[src/rtl/nsel_pkg.sv]
// ----------------------------------------------------------------------------
// nsel_pkg
// Shared sizes, codes and the request record of the no-wait record lock.
// ----------------------------------------------------------------------------
package nsel_pkg;

  localparam int MAX_OWNERS  = 16;
  localparam int CLIENT_BITS = 16;

  // Fixed field widths of the request and response channels
  localparam int MODE_W   = 2;
  localparam int ID_IN_W  = 16;
  localparam int STATUS_W = 2;
  localparam int HELD_W   = 2;
  localparam int COUNT_W  = 5;

  // Owner count must hold MAX_OWNERS itself
  localparam int SLOT_CNT_W = $clog2(MAX_OWNERS + 1);

  // Request queue between front and back
  localparam int QUEUE_DEPTH = 2;
  localparam int QPTR_W      = (QUEUE_DEPTH > 1) ? $clog2(QUEUE_DEPTH) : 1;
  localparam int QCNT_W      = $clog2(QUEUE_DEPTH + 1);

  // Request mode codes
  localparam logic [MODE_W-1:0] MODE_ACQ_SH  = 2'd0;
  localparam logic [MODE_W-1:0] MODE_ACQ_EX  = 2'd1;
  localparam logic [MODE_W-1:0] MODE_RELEASE = 2'd2;

  // Response status codes
  localparam logic [STATUS_W-1:0] ST_GRANTED  = 2'd0;
  localparam logic [STATUS_W-1:0] ST_CONFLICT = 2'd1;
  localparam logic [STATUS_W-1:0] ST_RELEASED = 2'd2;
  localparam logic [STATUS_W-1:0] ST_REFUSED  = 2'd3;

  // Held lock mode codes
  localparam logic [HELD_W-1:0] HM_NONE   = 2'd0;
  localparam logic [HELD_W-1:0] HM_SHARED = 2'd1;
  localparam logic [HELD_W-1:0] HM_EXCL   = 2'd2;

  typedef enum logic [1:0] {
    OP_ACQUIRE,
    OP_RELEASE,
    OP_IGNORE
  } op_t;

  typedef struct packed {
    op_t                    op;
    logic [HELD_W-1:0]      want;
    logic [CLIENT_BITS-1:0] id;
  } req_t;

endpackage

[src/rtl/nsel_front.sv]
// ----------------------------------------------------------------------------
// nsel_front
// Takes request beats, classifies the mode and casts the client id to CLIENT_BITS.
// ----------------------------------------------------------------------------
module nsel_front (
  input  logic                           clk,
  input  logic                           rst,
  input  logic                           req_valid,
  output logic                           req_ready,
  input  logic [nsel_pkg::MODE_W-1:0]    mode,
  input  logic [nsel_pkg::ID_IN_W-1:0]   requester,
  output logic                           push_valid,
  output nsel_pkg::req_t                 push_data,
  input  logic                           push_ready
);
  import nsel_pkg::*;

  logic hold_valid;
  req_t hold_req;
  req_t req_next;

  always_comb begin
    req_next.id   = CLIENT_BITS'(requester);
    req_next.want = HM_SHARED;
    case (mode)
      MODE_ACQ_SH: begin
        req_next.op   = OP_ACQUIRE;
        req_next.want = HM_SHARED;
      end
      MODE_ACQ_EX: begin
        req_next.op   = OP_ACQUIRE;
        req_next.want = HM_EXCL;
      end
      MODE_RELEASE: begin
        req_next.op = OP_RELEASE;
      end
      default: begin
        req_next.op = OP_IGNORE;
      end
    endcase
  end

  assign req_ready  = !hold_valid || push_ready;
  assign push_valid = hold_valid;
  assign push_data  = hold_req;

  always_ff @(posedge clk) begin
    if (rst) begin
      hold_valid <= 1'b0;
    end else if (req_ready) begin
      hold_valid <= req_valid;
    end
  end

  always_ff @(posedge clk) begin
    if (req_valid && req_ready) begin
      hold_req <= req_next;
    end
  end

endmodule

[src/rtl/nsel_queue.sv]
// ----------------------------------------------------------------------------
// nsel_queue
// Short request FIFO that decouples the classifier from the lock table.
// ----------------------------------------------------------------------------
module nsel_queue (
  input  logic           clk,
  input  logic           rst,
  input  logic           push_valid,
  input  nsel_pkg::req_t push_data,
  output logic           push_ready,
  output logic           pop_valid,
  output nsel_pkg::req_t pop_data,
  input  logic           pop
);
  import nsel_pkg::*;

  req_t              entries [QUEUE_DEPTH];
  logic [QPTR_W-1:0] wr_ptr;
  logic [QPTR_W-1:0] rd_ptr;
  logic [QCNT_W-1:0] fill;
  logic              do_push;
  logic              do_pop;

  assign push_ready = (fill != QCNT_W'(QUEUE_DEPTH));
  assign pop_valid  = (fill != '0);
  assign pop_data   = entries[rd_ptr];
  assign do_push    = push_valid && push_ready;
  assign do_pop     = pop && pop_valid;

  always_ff @(posedge clk) begin
    if (rst) begin
      wr_ptr <= '0;
      rd_ptr <= '0;
      fill   <= '0;
    end else begin
      if (do_push) begin
        wr_ptr <= (wr_ptr == QPTR_W'(QUEUE_DEPTH - 1)) ? '0 : wr_ptr + 1'b1;
      end
      if (do_pop) begin
        rd_ptr <= (rd_ptr == QPTR_W'(QUEUE_DEPTH - 1)) ? '0 : rd_ptr + 1'b1;
      end
      if (do_push && !do_pop) begin
        fill <= fill + 1'b1;
      end else if (do_pop && !do_push) begin
        fill <= fill - 1'b1;
      end
    end
  end

  always_ff @(posedge clk) begin
    if (do_push) begin
      entries[wr_ptr] <= push_data;
    end
  end

endmodule

[src/rtl/nsel_back.sv]
// ----------------------------------------------------------------------------
// nsel_back
// Owner table: matches a request against all slots, then applies it.
// ----------------------------------------------------------------------------
module nsel_back (
  input  logic                            clk,
  input  logic                            rst,
  input  logic                            head_valid,
  input  nsel_pkg::req_t                  head,
  output logic                            pop,
  output logic                            rsp_valid,
  input  logic                            rsp_ready,
  output logic [nsel_pkg::STATUS_W-1:0]   status,
  output logic [nsel_pkg::HELD_W-1:0]     held_mode,
  output logic [nsel_pkg::COUNT_W-1:0]    owner_count
);
  import nsel_pkg::*;

  typedef enum logic {
    S_IDLE,
    S_APPLY
  } state_t;

  state_t                  state;
  logic [MAX_OWNERS-1:0]   owner_valid;
  logic [CLIENT_BITS-1:0]  owner_ids [MAX_OWNERS];
  logic [SLOT_CNT_W-1:0]   owners_held;
  logic [HELD_W-1:0]       lock_mode_held;

  // Lookup results for the item in flight
  op_t                     cur_op;
  logic [HELD_W-1:0]       cur_want;
  logic [CLIENT_BITS-1:0]  cur_id;
  logic                    cur_conflict;
  logic [MAX_OWNERS-1:0]   grant_oh;
  logic [MAX_OWNERS-1:0]   rel_oh;

  logic [MAX_OWNERS-1:0]   free_vec;
  logic [MAX_OWNERS-1:0]   match_vec;
  logic [MAX_OWNERS-1:0]   free_oh_next;
  logic [MAX_OWNERS-1:0]   rel_oh_next;
  logic                    conflict_next;

  logic [STATUS_W-1:0]     status_next;
  logic [HELD_W-1:0]       held_next;
  logic [SLOT_CNT_W-1:0]   cnt_next;
  logic [MAX_OWNERS-1:0]   valid_next;
  logic [31:0]             cnt_wide;
  logic                    commit;

  // Parallel slot match and lowest-free pick
  always_comb begin
    free_vec = ~owner_valid;
    for (int i = 0; i < MAX_OWNERS; i++) begin
      match_vec[i] = owner_valid[i] && (owner_ids[i] == head.id);
    end
    free_oh_next  = free_vec & (~free_vec + 1'b1);
    rel_oh_next   = match_vec & (~match_vec + 1'b1);
    conflict_next = (lock_mode_held != HM_NONE) &&
                    ((lock_mode_held == HM_EXCL) || (head.want == HM_EXCL));
  end

  always_comb begin
    status_next = ST_REFUSED;
    held_next   = lock_mode_held;
    cnt_next    = owners_held;
    valid_next  = owner_valid;
    case (cur_op)
      OP_ACQUIRE: begin
        if (cur_conflict) begin
          status_next = ST_CONFLICT;
        end else if (|grant_oh) begin
          valid_next  = owner_valid | grant_oh;
          cnt_next    = owners_held + SLOT_CNT_W'(1);
          held_next   = cur_want;
          status_next = ST_GRANTED;
        end
      end
      OP_RELEASE: begin
        if (|rel_oh) begin
          valid_next = owner_valid & ~rel_oh;
          if (owners_held != '0) begin
            cnt_next = owners_held - SLOT_CNT_W'(1);
          end
          if (cnt_next == '0) begin
            held_next = HM_NONE;
          end
          status_next = ST_RELEASED;
        end
      end
      default: begin
      end
    endcase
    cnt_wide = 32'(cnt_next);
  end

  assign pop    = (state == S_IDLE) && head_valid;
  assign commit = (state == S_APPLY) && (!rsp_valid || rsp_ready);

  always_ff @(posedge clk) begin
    if (rst) begin
      state          <= S_IDLE;
      owner_valid    <= '0;
      owners_held    <= '0;
      lock_mode_held <= HM_NONE;
      rsp_valid      <= 1'b0;
    end else begin
      if (commit) begin
        rsp_valid <= 1'b1;
      end else if (rsp_ready) begin
        rsp_valid <= 1'b0;
      end
      case (state)
        S_IDLE: begin
          if (head_valid) begin
            cur_op       <= head.op;
            cur_want     <= head.want;
            cur_id       <= head.id;
            cur_conflict <= conflict_next;
            grant_oh     <= free_oh_next;
            rel_oh       <= rel_oh_next;
            state        <= S_APPLY;
          end
        end
        S_APPLY: begin
          // hold until the output register is free
          if (commit) begin
            owner_valid    <= valid_next;
            owners_held    <= cnt_next;
            lock_mode_held <= held_next;
            status         <= status_next;
            held_mode      <= held_next;
            owner_count    <= cnt_wide[COUNT_W-1:0];
            state          <= S_IDLE;
          end
        end
        default: begin
          state <= S_IDLE;
        end
      endcase
    end
  end

  always_ff @(posedge clk) begin
    for (int i = 0; i < MAX_OWNERS; i++) begin
      if (commit && (cur_op == OP_ACQUIRE) && !cur_conflict && grant_oh[i]) begin
        owner_ids[i] <= cur_id;
      end
    end
  end

endmodule

[src/rtl/nowait_shared_exclusive_lock.sv]
// ----------------------------------------------------------------------------
// nowait_shared_exclusive_lock
// No-wait shared/exclusive record lock with a small owner table.
// ----------------------------------------------------------------------------
//  channel | handshake            | payload
//  --------+----------------------+---------------------------------------
//  request | req_valid, req_ready | mode, requester
//  result  | rsp_valid, rsp_ready | status, held_mode, owner_count
//
//  The table takes a new request only after applying the last, by its
//  lookup-then-apply sequence. The front register and a 2-entry queue keep
//  taking requests while a result waits; the table holds in its apply step
//  until the result is free. Reset clears all valid bits, the count and
//  the held mode.
// ----------------------------------------------------------------------------
module nowait_shared_exclusive_lock (
  input  logic                            clk,
  input  logic                            rst,
  input  logic                            req_valid,
  output logic                            req_ready,
  input  logic [nsel_pkg::MODE_W-1:0]     mode,
  input  logic [nsel_pkg::ID_IN_W-1:0]    requester,
  output logic                            rsp_valid,
  input  logic                            rsp_ready,
  output logic [nsel_pkg::STATUS_W-1:0]   status,
  output logic [nsel_pkg::HELD_W-1:0]     held_mode,
  output logic [nsel_pkg::COUNT_W-1:0]    owner_count
);
  import nsel_pkg::*;

  logic push_valid;
  req_t push_data;
  logic push_ready;
  logic head_valid;
  req_t head;
  logic pop;

  nsel_front u_front (
    .clk        (clk),
    .rst        (rst),
    .req_valid  (req_valid),
    .req_ready  (req_ready),
    .mode       (mode),
    .requester  (requester),
    .push_valid (push_valid),
    .push_data  (push_data),
    .push_ready (push_ready)
  );

  nsel_queue u_queue (
    .clk        (clk),
    .rst        (rst),
    .push_valid (push_valid),
    .push_data  (push_data),
    .push_ready (push_ready),
    .pop_valid  (head_valid),
    .pop_data   (head),
    .pop        (pop)
  );

  nsel_back u_back (
    .clk         (clk),
    .rst         (rst),
    .head_valid  (head_valid),
    .head        (head),
    .pop         (pop),
    .rsp_valid   (rsp_valid),
    .rsp_ready   (rsp_ready),
    .status      (status),
    .held_mode   (held_mode),
    .owner_count (owner_count)
  );

  a_conflict_needs_lock: assert property (@(posedge clk) disable iff (rst)
    (rsp_valid && status == ST_CONFLICT) |-> (held_mode != HM_NONE))
    else $error("conflict reported with no lock held");

  a_grant_sets_mode: assert property (@(posedge clk) disable iff (rst)
    (rsp_valid && status == ST_GRANTED) |-> (held_mode != HM_NONE))
    else $error("grant left lock mode at none");

  a_excl_single_owner: assert property (@(posedge clk) disable iff (rst)
    (rsp_valid && status == ST_GRANTED && held_mode == HM_EXCL)
      |-> (owner_count == COUNT_W'(1)))
    else $error("exclusive grant with more than one owner");

  a_pop_one_per_two: assert property (@(posedge clk) disable iff (rst)
    pop |=> !pop)
    else $error("table took requests in back-to-back cycles");

endmodule

[config.mk]
export PLATFORM = sky130hd
export DESIGN_NAME = nowait_shared_exclusive_lock
export DESIGN_NICKNAME = d
export VERILOG_FILES = /design/src/rtl/nsel_pkg.sv /design/src/rtl/nsel_front.sv /design/src/rtl/nsel_queue.sv /design/src/rtl/nsel_back.sv /design/src/rtl/nowait_shared_exclusive_lock.sv
export SDC_FILE = /design/constraint.sdc
export NUM_CORES = 1
export LEC_CHECK = 0
export BUFFER_PORTS_ARGS = -buffer_cell sky130_fd_sc_hd__buf_2
export CAP_MARGIN = 10
export CORE_ASPECT_RATIO = 1.75
export CORE_MARGIN = 3
export CORE_UTILIZATION = 36
export CTS_BUF_LIST = sky130_fd_sc_hd__clkbuf_16
export DETAILED_ROUTE_END_ITERATION = 12
export SLEW_MARGIN = 10
export SYNTH_ARGS = -nofsm -noshare
export SYNTH_HDL_FRONTEND = slang
export SYNTH_HIERARCHICAL = 1
export SYNTH_SLANG_ARGS = --single-unit
[constraint.sdc]
create_clock -name clk -period 2.7 [get_ports clk]
set_clock_uncertainty 0.1 [all_clocks]
set_input_delay 0.135 -clock clk [delete_from_list [all_inputs] [get_ports clk]]
set_output_delay 0.135 -clock clk [all_outputs]
set_load 0.01 [all_outputs]
==> reports/qor.json <==
{
  "cts": {
    "clock_tree.root_cell": "sky130_fd_sc_hd__clkbuf_16",
    "worstSkewPairLatency_ps": 530,
    "clkSinkCount": 409,
    "cts_tree": "yes",
    "h-tree-depth": 2,
    "clock_buffers_created_by_tritoncts": 35,
    "clock_path_buffers": 3,
    "clk_pin_slew_ps": 70
  },
  "drt": {
    "via_per_inst": 5.10,
    "post_drt_wl_per_cell_um": 23.2,
    "remaining_drc_errors": 0,
    "drt_first_pass_iters": 5,
    "wirelength_um": 42900,
    "final_antenna_net_count": 0,
    "total_number_of_vias": 9446,
    "detailedRoute.firstIterationViolations": 698
  },
  "place": {
    "place.port_buffers": 32,
    "place_area_um2": 18300,
    "place_congestion": 0.845,
    "hpwl_um": 28800
  },
  "flow_run": {
    "maxcap_viol_count": 0
  },
  "timing": {
    "max_freq_ghz": 0.355,
    "final.setup.worst_slack_ps": -114,
    "min_period_ps": 2810,
    "final_min_period_over_clock_period": 1.04,
    "timing_max_transition_violations_final": 0,
    "unrepaired_setup_endpoints_after_global_routing": "yes",
    "hold-worst-slack_ps": 29.0,
    "final-hold-violation-count": 0,
    "tightestPinTransition_ps": 1040,
    "setup_viol": 10,
    "timing.max_slew.rel_slack": 0.304
  },
  "global_routing": {
    "grt-busiest-layer": "met2",
    "largest_net_degree_at_the_start_of_global_routing": 42,
    "grt_pass1_vias": 9937,
    "groute.layer.met1.usage": 0.179,
    "global_route.usage.total": 0.173,
    "gr-usage-met2": 0.349,
    "gr_met3_demand_resource": 0.0179,
    "grt_remaining_overflow": 0,
    "number_of_antenna_violations_at_the_first_check_in_global_routing": 0,
    "grt_pass1_wl_um": 62700
  },
  "final_layout": {
    "layout.cells.most_common_list": "sky130_fd_sc_hd__edfxtp_1 (378), sky130_fd_sc_hd__xnor2_1 (174), sky130_fd_sc_hd__buf_4 (92)",
    "antenna_cells_inserted": 0,
    "final_core_util": 0.445,
    "layout.nets": 1271,
    "final_design_area_no_fill_um2": 20500,
    "drive_gt1_frac": 0.243,
    "mostFrequentLayoutCell": "sky130_fd_sc_hd__edfxtp_1",
    "area_growth_syn_to_layout_pct": 22.3
  },
  "die": {
    "die_height_um": 291,
    "floorplan.die_area_um2": 49300,
    "die-width_um": 169,
    "design.portCount": 33,
    "rows": 104,
    "initial_core_util": 0.364,
    "core-area_um2": 46100
  },
  "worst_hold_path": {
    "holdCritPathClass": "in2reg",
    "hp-start": "rst"
  },
  "setup_path": {
    "crit_fanout": 9,
    "cp.required_ps": 2880,
    "critical_path_class": "reg2reg",
    "crit_path_end_kind": "flop",
    "timing.critical_path.from_type": "flop",
    "crit_arrival_ps": 3000
  },
  "synth": {
    "synth_fp_nets": 1100,
    "primary_ff_master_synth": "sky130_fd_sc_hd__edfxtp_1",
    "synth-async-reset-ratio": 0,
    "post_synth_num_cell_types": 59,
    "ys_seq_area_frac": 0.715,
    "ys_seq_elements": 409,
    "post_synth_instance_area_um2": 16800,
    "synthCells": 1075,
    "post_synth.cell_area_avg_um2": 15.6,
    "synth_enable_flop_cells": 378,
    "ys.warnings.count": 6
  },
  "outcome": {
    "failed_checks": "negative setup slack",
    "run_status": "complete, but fails checks"
  },
  "power_and_ir_drop": {
    "pwr_density_cell_nw_per_um2": 852,
    "total_leakage_power_nw": 6.81,
    "vdd_drop_max_uv": 679
  }
}
## cells in the mapped netlist (all sizes together), types with 3 or more instances
cell type | count | area (µm²)
nor3b | 7 | 52.6
o21ai | 5 | 25.0
nor2b | 4 | 25.0
inv | 15 | 56.3
nor3 | 12 | 60.1
nand3 | 31 | 155
mux2 | 20 | 225
clkbuf | 12 | 45.0
and3 | 4 | 30.0
nor4 | 39 | 244
and2 | 24 | 155
xor2 | 79 | 692
edfxtp | 378 | 11400
ha | 3 | 37.5
a21oi | 27 | 139
xnor2 | 183 | 1600
nand4 | 45 | 282
a32oi | 4 | 35.0
nor2 | 44 | 173
dfxtp | 31 | 621
or4 | 9 | 75.1
or3 | 3 | 18.8
buf | 36 | 213
nand2 | 18 | 67.6
nand2b | 5 | 38.8
o41ai | 3 | 45.1
nor4b | 4 | 35.0
## per-stage QoR
stage	instances	setup slack [ps]	total power [mW]	TNS [ps]
2_1_floorplan	1075	18.9	10.5	0
3_3_place_gp	1744	-597	12.2	-6460
3_5_place_dp	1744	-627	12.2	-6380
4_1_cts	1837	-138	17.4	-956
5_1_grt	1853	-186	18.1	-1880
6_report	1853	-114	17.5	-944
## cell families (layout without fill, tap and decap cells)
family                   count (synthesis)  in the layout  synth area share
flip-flops                             409            409             0.715
buffers and inverters                   63            258            0.0187
XOR/XNOR                               262            262             0.137
adder cells (fa/ha/maj)                  3              3           0.00224
AO/OA/AOI/OAI                           58             58            0.0242
AND/OR/NAND/NOR                        259            259            0.0892
multiplexers                            21             21            0.0140
## per-layer routing
layer | vias to the layer above | routed length, µm
li1 | 4297 | -
met1 | 4827 | 14900
met2 | 248 | 24800
met3 | 74 | 1420
met4 | 0 | 1720
met5 | - | 0
## registers in the layout, indices dropped and copies added (netlist names), 5 cells and up, named ones only
register	flops
u_back/owner_valid	16
u_back/owners_held	5
u_back/cur_id	16
u_back/grant_oh	16
u_queue/entries	40
u_back/rel_oh	16
u_front/push_data	20
u_back/owner_count	5
u_back/owner_ids	256
## worst max-delay path, stage by stage, from the launching register on
cell and delay, ps:
sky130_fd_sc_hd__dfxtp_4 410, sky130_fd_sc_hd__buf_12 160, sky130_fd_sc_hd__mux2_4 350, sky130_fd_sc_hd__buf_12 170, sky130_fd_sc_hd__xor2_1 170, sky130_fd_sc_hd__nor4_2 320, sky130_fd_sc_hd__nand4_1 190, sky130_fd_sc_hd__nor4_4 300
sky130_fd_sc_hd__or4_4 290, sky130_fd_sc_hd__nor3_1 80
## layout make-up
cell class              count  area (µm²)
clock buffers              38         951
clock inverters            23         116
fillers                  4078       25600
inverters                  15        56.3
multi-input cells         603        5030
flip-flops and latches    409       12000
well taps                 583         729
repair buffers            182        1630
## path summary, 6_finish.rpt
kind                                 end  slack (ps)  depth (start not counted)
hold reg to reg   u_queue/entries[0][12]         350                          0
setup reg to reg        u_back/rel_oh[9]        -110                          9
hold / removal           u_queue/fill[0]          30                          2
setup / recovery        u_back/rel_oh[9]        -110                          9
## repair_timing
action / in CTS / in global routing
endpoints found under the hold margin: 23 / 0
setup buffers: 10 / 17
pin swaps: 17 / 17
hold buffers: 21 / 0
setup endpoints to repair: 15 / 16
gates resized for setup: 73 / 45
gates cloned: 2 / 0
## report_power, final
part           switching [mW]  total, mW  internal (mW)
clock network            2.23       4.78           2.55
logic                    2.35       4.33           1.98
registers               0.584       8.34           7.75
No activity file was read; power rests on OpenSTA's default activity.
